--- src/rtl/gb3_pkg.sv ---
// ----------------------------------------------------------------------------
// gb3_pkg
// Shared types and constants of the 3x3 Gaussian blur unit.
// ----------------------------------------------------------------------------
`default_nettype none

package gb3_pkg;

  localparam int PIX_W   = 8;   // grey value
  localparam int FW_W    = 12;  // frame_width register
  localparam int FH_W    = 16;  // frame_height register
  localparam int ROW_W   = 17;  // input row count runs one past the frame height
  localparam int CFG_W   = 16;  // widest configuration register
  localparam int CFG_IDX_W = 1;

  localparam logic [CFG_IDX_W-1:0] CFG_FRAME_WIDTH  = 1'b0;
  localparam logic [CFG_IDX_W-1:0] CFG_FRAME_HEIGHT = 1'b1;

  localparam logic [FW_W-1:0] FRAME_WIDTH_RST  = 12'd640;
  localparam logic [FH_W-1:0] FRAME_HEIGHT_RST = 16'd480;

  localparam logic KIND_PIXEL = 1'b0;
  localparam logic KIND_DRAIN = 1'b1;

  typedef logic [PIX_W-1:0] pix_t;

  // One window column, index 0 is the row above, index 2 the row below.
  typedef pix_t [2:0] col_t;

  typedef struct packed {
    logic top;     // row above lies outside the frame
    logic bottom;  // row below lies outside the frame
  } border_t;

  // Per-item control passed from the address stage to the window stage.
  typedef struct packed {
    logic    emit;
    logic    col0;   // item lands in column zero, result is a row's last column
    logic    left;   // result is a row's first column
    logic    last;
    border_t brd;
  } ctrl_t;

endpackage

`default_nettype wire

--- src/rtl/gb3_blur.sv ---
// ----------------------------------------------------------------------------
// gb3_blur
// 1-2-1 by 1-2-1 weighted sum of three window columns, divided by 16.
// ----------------------------------------------------------------------------
`default_nettype none

module gb3_blur (
  input  wire gb3_pkg::col_t    col_l,
  input  wire gb3_pkg::col_t    col_c,
  input  wire gb3_pkg::col_t    col_r,
  input  wire gb3_pkg::border_t brd,
  output gb3_pkg::pix_t         result
);

  logic [9:0]  sum_l;
  logic [9:0]  sum_c;
  logic [9:0]  sum_r;
  logic [11:0] total;

  // Vertical 1-2-1 pass; a missing row is replaced by the centre row.
  function automatic logic [9:0] col_sum(gb3_pkg::col_t c, gb3_pkg::border_t b);
    logic [7:0] r0;
    logic [7:0] r2;
    r0 = b.top    ? c[1] : c[0];
    r2 = b.bottom ? c[1] : c[2];
    return 10'(r0) + {1'b0, c[1], 1'b0} + 10'(r2);
  endfunction

  always_comb begin
    sum_l  = col_sum(col_l, brd);
    sum_c  = col_sum(col_c, brd);
    sum_r  = col_sum(col_r, brd);
    total  = 12'(sum_l) + {1'b0, sum_c, 1'b0} + 12'(sum_r);
    result = total[11:4];
  end

endmodule

`default_nettype wire

--- config.mk ---
export PLATFORM = sky130hd
export DESIGN_NAME = gb3_blur
export DESIGN_NICKNAME = d
export VERILOG_FILES = /design/src/rtl/gb3_pkg.sv /design/src/rtl/gb3_blur.sv
export SDC_FILE = /design/constraint.sdc
export NUM_CORES = 1
export LEC_CHECK = 0
export ABC_AREA = 1
export ABC_CLOCK_PERIOD_IN_PS = 11700
export BUFFER_PORTS_ARGS = -buffer_cell sky130_fd_sc_hd__buf_4
export CAP_MARGIN = 20
export CORE_ASPECT_RATIO = 0.7
export CORE_MARGIN = 2
export CORE_UTILIZATION = 55
export DETAILED_ROUTE_END_ITERATION = 12
export PLACE_DENSITY = 0.89
export SYNTH_ARGS = -nofsm -noshare
export SYNTH_HDL_FRONTEND = slang
export SYNTH_SLANG_ARGS = --single-unit
--- constraint.sdc ---
create_clock -name vclk -period 11.7
set_input_delay 1.17 -clock vclk [all_inputs]
set_output_delay 1.17 -clock vclk [all_outputs]
set_load 0.1 [all_outputs]
==> results of run 1 <==
==> layout make-up <==
class                      instances  area [sq um]
multi-input combinational        260          2160
fill                             353          1210
timing repair buffer              82           616
inverter                          86           328
tap                               55          68.8
==> logic make-up after synthesis <==
family	share of synthesized area, %
compound gates	10.1
xor+xnor	3.46
fa+ha+maj	47.0
buf+inv	14.7
mux	3.56
simple gates	21.1
==> synth_stat cells, types with 6 or more instances <==
cell	instances	area share [%]
nand2_2	6	1.5
o21ai_1	7	1.4
ha_1	23	11
mux2_1	7	3.1
nand2_1	72	11
fa_1	45	36
nand3_1	12	2.4
o21ai_0	12	2.4
inv_1	81	12
nor2_1	27	4.0
a21oi_1	23	4.6
==> final timing paths <==
path / from / to / slack [ps] / cells past startpoint
min: col_r[17] / result[0] / 2960 / 7
max: brd[1] / result[7] / 3580 / 26
==> through the flow <==
stage	std cells	area, sq um	util (%)
floorplan	355	2530	-
global placement	483	3170	72.3
detailed placement	483	3170	72.3
CTS	483	3170	72.3
global route	483	3170	72.3
finish	483	3170	72.3
==> worst max-delay path, cell delays in order <==
cell	delay [ps]
buf_4	350
mux2_1	390
fa_1	460
ha_1	400
nand2_1	90
inv_1	40
nor2_1	150
nor2_1	60
nor2_1	70
o21ai_1	90
xnor2_1	190
fa_1	470
fa_1	550
inv_1	60
fa_1	530
inv_1	60
fa_1	530
inv_1	40
ha_1	330
nand2_1	120
nor2_2	110
inv_1	50
nor3_2	190
o21bai_1	100
nand2_1	60
buf_4	280
==> metal layers <==
layer / vias to the layer above / global-route usage, % / routed length, um
li1: 1227 / - / -
met1: 1161 / 36.2 / 2800
met2: 96 / 52.6 / 3280
met3: 2 / 0.952 / 418
met4: 0 / 1.13 / 27
met5: - / 0 / 0
==> impl_summary.txt, run 1 <==
----------------------------------------------------
[Placed design]
  Weighted congestion reported at the end of routability-driven placement ... slightly below 1
  Worst setup slack after placement ... between 3000 and 4000 ps
  HPWL reported at the end of detailed placement ... ~5700 um
  Port-buffer cells ... 82

[Synth]
  Netlist area before placement ... 2530 sq um
  Sequential fraction of the synthesis area ... 0%
  Unique masters post-synth ... 32
  Gate Count Post-Synth ... about 360
  Nets in the synthesized netlist ... between 400 and 500
  Post-Syn Area per Cell ... ~7.1 sq um
  Synth Warn # ... 0

[Die]
  # rows ... 20
  Overall die height ... 60.7 um
  Initial Utilization ... ~58%
  Core area ... ~4400 sq um
  Die footprint ... approximately 5200 sq um
  Boundary Pins ... 82
  Die X-Extent ... 85.0 um

[Finish]
  Number of flip-flops and latches ... 0
  # nets final ... 572
  Fraction of layout cells with a size suffix above 1 ... 22.7%
  Footprint of the flip-flops and latches ... 0 sq um
  Most frequent standard cell in the layout excluding fill and tap cells ... buf_4
  # diodes ... 0
  Layout overhead on the synthesized area ... 25.3%
  Most frequent cells in the layout ... buf_4, inv_1, nand2_1
  Layout clock buffers ... 0

[Hold path]
  HP Class ... in2out

[Route]
  Detailed-route via count ... roughly 2.5k
  Wire per inst ... 13.5 um
  First-pass DRT Iterations ... 4
  Number of DRC markers in iteration 0 ... 132
  Routed wire length ... about 6500 um
  Antenna violation net count after detailed routing ... 0
  Remaining design rule violation count ... 0
  Vias per std cell ... 5.15

[STA]
  TNS Setup ... 0 ps
  Upper clock frequency limit ... about 0.12 GHz
  Max-slew violation count ... 0
  Worst hold slack after final layout ... approximately 3000 ps
  Min setup slack post-route ... 3580 ps
  Post-layout minimum cycle time ... between 8000 and 9000 ps
  Slew margin rel. ... about 69%
  Part of the cycle the worst path needs ... between 60% and 70%
  Slew at the pin closest to its max-slew limit ... 461 ps
  Final hold violation count ... 0
  Endpoints failing setup ... 0
  Unrepaired setup endpoints after global routing ... false

[Setup path]
  Setup CP Type ... in2out
  Critical Path Sink Type ... primary output
  Arrival time reported for the critical path endpoint ... 6950 ps
  Required time of the critical path ... roughly 11000 ps
  Worst-path fanout max ... 40
  Worst setup SP type ... input pin

[Global routing]
  Number of global-route vias before repair ... roughly 2.5k
  Maximum number of pins on one net before global-route repair ... between 40 and 50
  Overall global routing resource usage ... around 27%
  Overflow after GRT ... 0
  Global-route wire length before repair ... around 11000 um
  Antenna violations before repair ... 0

[Clock network]
  Post-CTS setup-driven buffer insertion count ... 0
  Hold bufs inserted after CTS ... 0
  CTS-repair resized insts ... 0

[Run]
  Maxcap violations ... 0

[Run status]
  Outcome ... complete, no violations

----------------------------------------------------
Power of run 1 is not shown: default switching activity piles up to over one toggle a cycle in this logic, so the estimate is an artifact.
==> run 2, diff against run 1 <==
==> config.mk (replaced) <==
export PLATFORM = sky130hd
export DESIGN_NAME = gb3_blur
export DESIGN_NICKNAME = d
export VERILOG_FILES = /design/src/rtl/gb3_pkg.sv /design/src/rtl/gb3_blur.sv
export SDC_FILE = /design/constraint.sdc
export NUM_CORES = 1
export LEC_CHECK = 0
export ABC_AREA = 0
export ABC_CLOCK_PERIOD_IN_PS = 6500
export BUFFER_PORTS_ARGS = -buffer_cell sky130_fd_sc_hd__buf_4
export CAP_MARGIN = 20
export CORE_ASPECT_RATIO = 0.7
export CORE_MARGIN = 2
export CORE_UTILIZATION = 49
export DETAILED_ROUTE_END_ITERATION = 12
export PLACE_DENSITY = 0.84
export SYNTH_ARGS = -nofsm -noshare
export SYNTH_HDL_FRONTEND = slang
export SYNTH_SLANG_ARGS = --single-unit
==> constraint.sdc (replaced) <==
create_clock -name vclk -period 6.5
set_input_delay 0.65 -clock vclk [all_inputs]
set_output_delay 0.65 -clock vclk [all_outputs]
set_load 0.1 [all_outputs]
==> impl_summary.txt, run 2 <==
----------------------------------------------------
[Placed design]
  Weighted congestion reported at the end of routability-driven placement ... 0.909 (was 0.975)
  Port-buffer cells ... 82 (unchanged)
  Worst setup slack after placement ... -458 ps (was 3610 ps)
  HPWL reported at the end of detailed placement ... 5240 um (was 5680 um)

[Global routing]
  Global-route wire length before repair ... 10000 um (was 11200 um)
  Number of global-route vias before repair ... 2305 (was 2545)
  Overflow after GRT ... 0 (unchanged)
  Maximum number of pins on one net before global-route repair ... 12 (was 41)
  Antenna violations before repair ... 0 (unchanged)
  Overall global routing resource usage ... 22.4% (was 27.0%)

[Route]
  Wire per inst ... 15.3 um (was 13.5 um)
  Detailed-route via count ... 2134 (was 2486)
  Routed wire length ... 6570 um (was 6530 um)
  Remaining design rule violation count ... 0 (unchanged)
  Vias per std cell ... 4.99 (was 5.15)
  Number of DRC markers in iteration 0 ... 69 (was 132)
  Antenna violation net count after detailed routing ... 0 (unchanged)
  First-pass DRT Iterations ... 4 (unchanged)

[Die]
  # rows ... 21 (was 20)
  Overall die height ... 62.5 um (was 60.7 um)
  Core area ... 4760 sq um (was 4380 sq um)
  Die footprint ... 5480 sq um (was 5160 sq um)
  Boundary Pins ... 82 (unchanged)
  Initial Utilization ... 50.4% (was 57.7%)
  Die X-Extent ... 87.6 um (was 85.0 um)

[Synth]
  Nets in the synthesized netlist ... 389 (was 497)
  Synth Area in Compound Gates ... 7.67% (was 10.1%)
  Unique masters post-synth ... 35 (was 32)
  Synth Warn # ... 0 (unchanged)
  Sequential fraction of the synthesis area ... 0% (unchanged)
  Combinational family with the most area after synthesis ... adder cells (unchanged)
  Mux cell area share after synthesis ... 22.2% (was 3.56%)
  XOR/XNOR share of the synthesized area ... 4.38% (was 3.46%)
  Top-area cell type share of the netlist area ... 37.6% (was 35.6%)
  Post-synthesis cell type with the largest combined area ... fa_1 (unchanged)
  Post-Synth Simple-Gate Area ... 4.23% (was 21.1%)
  Netlist area before placement ... 2400 sq um (was 2530 sq um)
  Synth top area cells ... fa_1, mux2_2, ha_1 (was fa_1, inv_1, ha_1)
  Most common cell in the netlist ... inv_1 (unchanged)
  Cell types with the highest counts after synthesis ... inv_1, fa_1, mux2_2 (was inv_1, nand2_1, fa_1)
  Share of synthesized cell area in full adder, half adder and majority cells ... 49.6% (was 47.0%)
  Post-Syn Area per Cell ... 9.71 sq um (was 7.12 sq um)
  Gate Count Post-Synth ... 247 (was 355)

[Setup path]
  Critical Path Sink Type ... primary output (unchanged)
  Required time of the critical path ... 5850 ps (was 10530 ps)
  Crit. Startpoint ... brd[1] (unchanged)
  Arrival time reported for the critical path endpoint ... 6240 ps (was 6950 ps)
  Crit path to ... result[5] (was result[7])
  Worst-path fanout max ... 5 (was 40)
  Worst setup SP type ... input pin (unchanged)
  Setup CP Type ... in2out (unchanged)

[STA]
  Min setup slack post-route ... -395 ps (was 3580 ps)
  Worst hold slack after final layout ... 2160 ps (was 2960 ps)
  Slew at the pin closest to its max-slew limit ... 379 ps (was 461 ps)
  Slew margin rel. ... 74.7% (was 68.8%)
  Final hold violation count ... 0 (unchanged)
  Post-layout minimum cycle time ... 6890 ps
  Max-slew violation count ... 0 (unchanged)
  Part of the cycle the worst path needs ... 106%
  Endpoints failing setup ... 5 (was 0)
  Unrepaired setup endpoints after global routing ... true (was false)
  Upper clock frequency limit ... about 0.15 GHz

[Run status]
  Outcome ... finished, violations left (was complete, no violations)
  Failing checks ... setup timing

[Finish]
  Final Util ... 79.2% (was 72.3%)
  Layout overhead on the synthesized area ... 57.0% (was 25.3%)
  # diodes ... 0 (unchanged)
  Most frequent cells in the layout ... buf_4, inv_1, fa_1 (was buf_4, inv_1, nand2_1)
  # nets final ... 503 (was 572)
  Most frequent standard cell in the layout excluding fill and tap cells ... buf_4 (unchanged)
  Number of flip-flops and latches ... 0 (unchanged)
  Layout clock buffers ... 0 (unchanged)
  Fraction of layout cells with a size suffix above 1 ... 57.7% (was 22.7%)
  Footprint of the flip-flops and latches ... 0 sq um (unchanged)

[Clock network]
  Hold bufs inserted after CTS ... 0 (unchanged)

[Run]
  Maxcap violations ... 0 (unchanged)

[Hold path]
  HP Class ... in2out (unchanged)

----------------------------------------------------
-- run 2: cell count changes in the layout (fill, tap and decap cells not counted), sizes merged, moves of 11 or more --
cell	change
o21ai	-14
buf	+36
nand3	-11
mux2	+30
nor2	-21
inv	-16
nand2	-78
a21oi	-18
-- run 2: cells by family (layout without fill, tap and decap cells) --
kind of cell / count (synthesis) / after routing
compound gates: 24 / 24
simple gates: 20 / 20
fa+ha+maj: 68 / 68
buf+inv: 75 / 187
mux: 48 / 48
xor+xnor: 12 / 12
-- run 2: per-stage QoR --
step           instance area, sq um  setup TNS, ps  cells
4_1_cts                        3580          -1640    424
5_1_grt                        3760          -2900    428
2_1_floorplan                  2640          -3110    247
3_3_place_gp                   3480          -1580    423
3_5_place_dp                   3480          -2190    423
6_report                       3760          -1470    428
-- run 2: layout make-up --
class	instances	area, sq um
inverters	69	259
fillers	293	991
multi-input cells	172	2440
repair buffers	118	983
well taps	69	86.3
-- run 2: per-layer routing --
layer	share of wire, %	up-vias	wire [um]	track usage, %
li1	-	1003	-	-
met1	40	1047	2620	29.3
met2	53	74	3490	43.2
met3	5.5	10	362	1.06
met4	1.5	0	98	0
met5	0	-	0	0
-- run 2: how the worst min path moves through the flow --
stage	from	end	slack, ps	cells after the start
floorplan	col_r[17]	result[1]	1920	3
global placement	col_r[17]	result[0]	2120	5
detailed placement	col_r[17]	result[0]	2140	5
CTS	col_r[17]	result[0]	2140	5
global route	col_r[17]	result[0]	2230	5
finish	col_r[17]	result[0]	2160	5
-- run 2: what timing repair did --
item | CTS | global route
resized for setup | 22 | 37
setup buffers | 1 | 5
pin swaps | 12 | 24
cloned | 0 | 0
endpoints found under the setup margin | 7 | 8
-- run 2: critical path, cell delays in order --
cell	delay, ps
buf_12	110
mux2i_4	180
fa_1	480
inv_2	80
ha_4	130
inv_2	40
fa_2	410
nor2b_2	170
o21ai_2	90
a21oi_2	160
nand2b_4	150
fa_1	430
fa_1	520
inv_1	60
fa_1	540
inv_2	50
fa_1	540
inv_2	50
ha_4	200
a21o_1	150
a221o_1	330
a41oi_2	220
buf_4	160
xnor2_2	130
buf_8	230
Power of run 2 is left out for the same reason.
==> run 3, diff against run 2 <==
--- a/config.mk
+++ b/config.mk
@@ -6,14 +6,14 @@
 export NUM_CORES = 1
 export LEC_CHECK = 0
 export ABC_AREA = 0
-export ABC_CLOCK_PERIOD_IN_PS = 6500
+export ABC_CLOCK_PERIOD_IN_PS = 8900
 export BUFFER_PORTS_ARGS = -buffer_cell sky130_fd_sc_hd__buf_4
 export CAP_MARGIN = 20
 export CORE_ASPECT_RATIO = 0.7
 export CORE_MARGIN = 2
-export CORE_UTILIZATION = 49
+export CORE_UTILIZATION = 55
 export DETAILED_ROUTE_END_ITERATION = 12
-export PLACE_DENSITY = 0.84
+export PLACE_DENSITY = 0.89
 export SYNTH_ARGS = -nofsm -noshare
 export SYNTH_HDL_FRONTEND = slang
 export SYNTH_SLANG_ARGS = --single-unit
==> constraint.sdc (replaced) <==
create_clock -name vclk -period 8.9
set_input_delay 0.89 -clock vclk [all_inputs]
set_output_delay 0.89 -clock vclk [all_outputs]
set_load 0.1 [all_outputs]
==> impl_summary.txt, run 3 (synthesized netlist as in run 2, its figures left out) <==
----------------------------------------------------
[Route]
  Vias per std cell ... 5.17 (was 4.99)
  Wire per inst ... 13.9 um (was 15.3 um)
  Detailed-route via count ... 1954 (was 2134)
  First-pass DRT Iterations ... 4 (unchanged)
  Number of DRC markers in iteration 0 ... 22 (was 69)
  Routed wire length ... 5270 um (was 6570 um)
  Antenna violation net count after detailed routing ... 0 (unchanged)
  Remaining design rule violation count ... 0 (unchanged)

[Die]
  # rows ... 20 (was 21)
  Overall die height ... 59.3 um (was 62.5 um)
  Core area ... 4250 sq um (was 4760 sq um)
  Die X-Extent ... 82.9 um (was 87.6 um)
  Initial Utilization ... 56.4% (was 50.4%)
  Boundary Pins ... 82 (unchanged)
  Die footprint ... 4910 sq um (was 5480 sq um)

[Setup path]
  Setup CP Type ... in2out (unchanged)
  Required time of the critical path ... 8010 ps (was 5850 ps)
  Worst setup SP type ... input pin (unchanged)
  Worst-path fanout max ... 24 (was 5)
  Critical Path Sink Type ... primary output (unchanged)
  Most frequent cell on the critical path ... fa_1 (unchanged)
  Highest-delay cell along the critical path ... fa_1 (unchanged)
  Cells traversed along the worst timing path ... buf_4 -> mux2_2 -> fa_1 -> inv_1 -> fa_1 -> nor2b_1 -> o21ai_0 -> a21oi_1 -> nand2b_1 -> fa_1 -> fa_1 -> inv_1 -> fa_1 -> inv_1 -> fa_1 -> inv_1 -> ha_1 -> a21o_1 -> a221o_1 -> a41oi_2 -> o21bai_2 -> xor2_2 -> buf_4
  CP max stage delay ... 550 ps (was 540 ps)
  Arrival time reported for the critical path endpoint ... 7180 ps (was 6240 ps)

[Finish]
  Layout clock buffers ... 0 (unchanged)
  # nets final ... 467 (was 503)
  Fraction of layout cells with a size suffix above 1 ... 39.3% (was 57.7%)
  Layout overhead on the synthesized area ... 28.0% (was 57.0%)
  # diodes ... 0 (unchanged)
  Most frequent cells in the layout ... buf_4, inv_1, fa_1 (unchanged)
  Footprint of the flip-flops and latches ... 0 sq um (unchanged)
  Most frequent standard cell in the layout excluding fill and tap cells ... buf_4 (unchanged)
  Number of flip-flops and latches ... 0 (unchanged)

[STA]
  Upper clock frequency limit ... approximately 0.12 GHz
  Final hold violation count ... 0 (unchanged)
  Part of the cycle the worst path needs ... approximately 90%
  Max-slew violation count ... 0 (unchanged)
  Endpoints failing setup ... 0 (was 5)
  Worst hold slack after final layout ... 2440 ps (was 2160 ps)
  TNS Setup ... 0 ps (was -1470 ps)
  Post-layout minimum cycle time ... ~8000 ps
  Min setup slack post-route ... 833 ps (was -395 ps)
  Unrepaired setup endpoints after global routing ... false (was true)
  Slew at the pin closest to its max-slew limit ... 358 ps (was 379 ps)
  Slew margin rel. ... 76.1% (was 74.7%)

[Run status]
  Outcome ... complete, no violations (was finished, violations left)

[Placed design]
  Port-buffer cells ... 82 (unchanged)
  Weighted congestion reported at the end of routability-driven placement ... 0.883 (was 0.909)
  Worst setup slack after placement ... 841 ps (was -458 ps)
  HPWL reported at the end of detailed placement ... 4730 um (was 5240 um)

[Global routing]
  Global-route wire length before repair ... 9480 um (was 10000 um)
  Overflow after GRT ... 0 (unchanged)
  Antenna violations before repair ... 0 (unchanged)
  Overall global routing resource usage ... 23.8% (was 22.4%)
  Maximum number of pins on one net before global-route repair ... 25 (was 12)
  Number of global-route vias before repair ... 2162 (was 2305)

[Clock network]
  Hold bufs inserted after CTS ... 0 (unchanged)
  CTS-repair resized insts ... 0 (was 22)
  Post-CTS setup-driven buffer insertion count ... 0 (was 1)

[Hold path]
  HP Class ... in2out (unchanged)

[Run]
  Maxcap violations ... 0 (unchanged)

----------------------------------------------------
==> run 3: cell types whose count changed in the layout (fill, tap and decap cells not counted), moves of 4 or more <==
cell,previous run,this run
buf_4,107,82
inv_1,57,69
inv_2,12,0
ha_1,16,23
buf_12,6,0
ha_4,6,0
buf_6,4,0
xnor2_1,1,5
xor2_4,4,0
==> run 3: final timing paths <==
check	startpoint	slack [ps]	depth (start not counted)	end
max	brd[1]	830	23	result[6]
min	col_r[17]	2440	5	result[0]
==> run 3: layout make-up <==
type | count | area, sq um
fillers | 330 | 1180
inverters | 69 | 259
multi-input cells | 172 | 2130
well taps | 55 | 68.8
repair buffers | 82 | 616
==> run 3: critical path, delay by kind of cell <==
family / cells / cell delay, ps
compound gates: 6 / 1280
xor+xnor: 1 / 120
fa+ha+maj: 7 / 3370
buf+inv: 6 / 820
mux: 1 / 390
simple gates: 2 / 280
==> run 3: per-stage QoR <==
step                      util, %  cell area [sq um]  cells
after floorplan                 -               2410    247
after global placement       72.1               3070    378
after detailed placement     72.1               3070    378
after CTS                    72.1               3070    378
after global routing         72.1               3070    378
final                        72.1               3070    378
==> run 3: routing by layer <==
layer,GRT usage [%],vias up,wire length [um]
li1,-,942,-
met1,27.4,942,2060
met2,48.7,60,2840
met3,2.37,10,235
met4,5.39,0,136
met5,0,-,0
Power of run 3 is left out for the same reason.
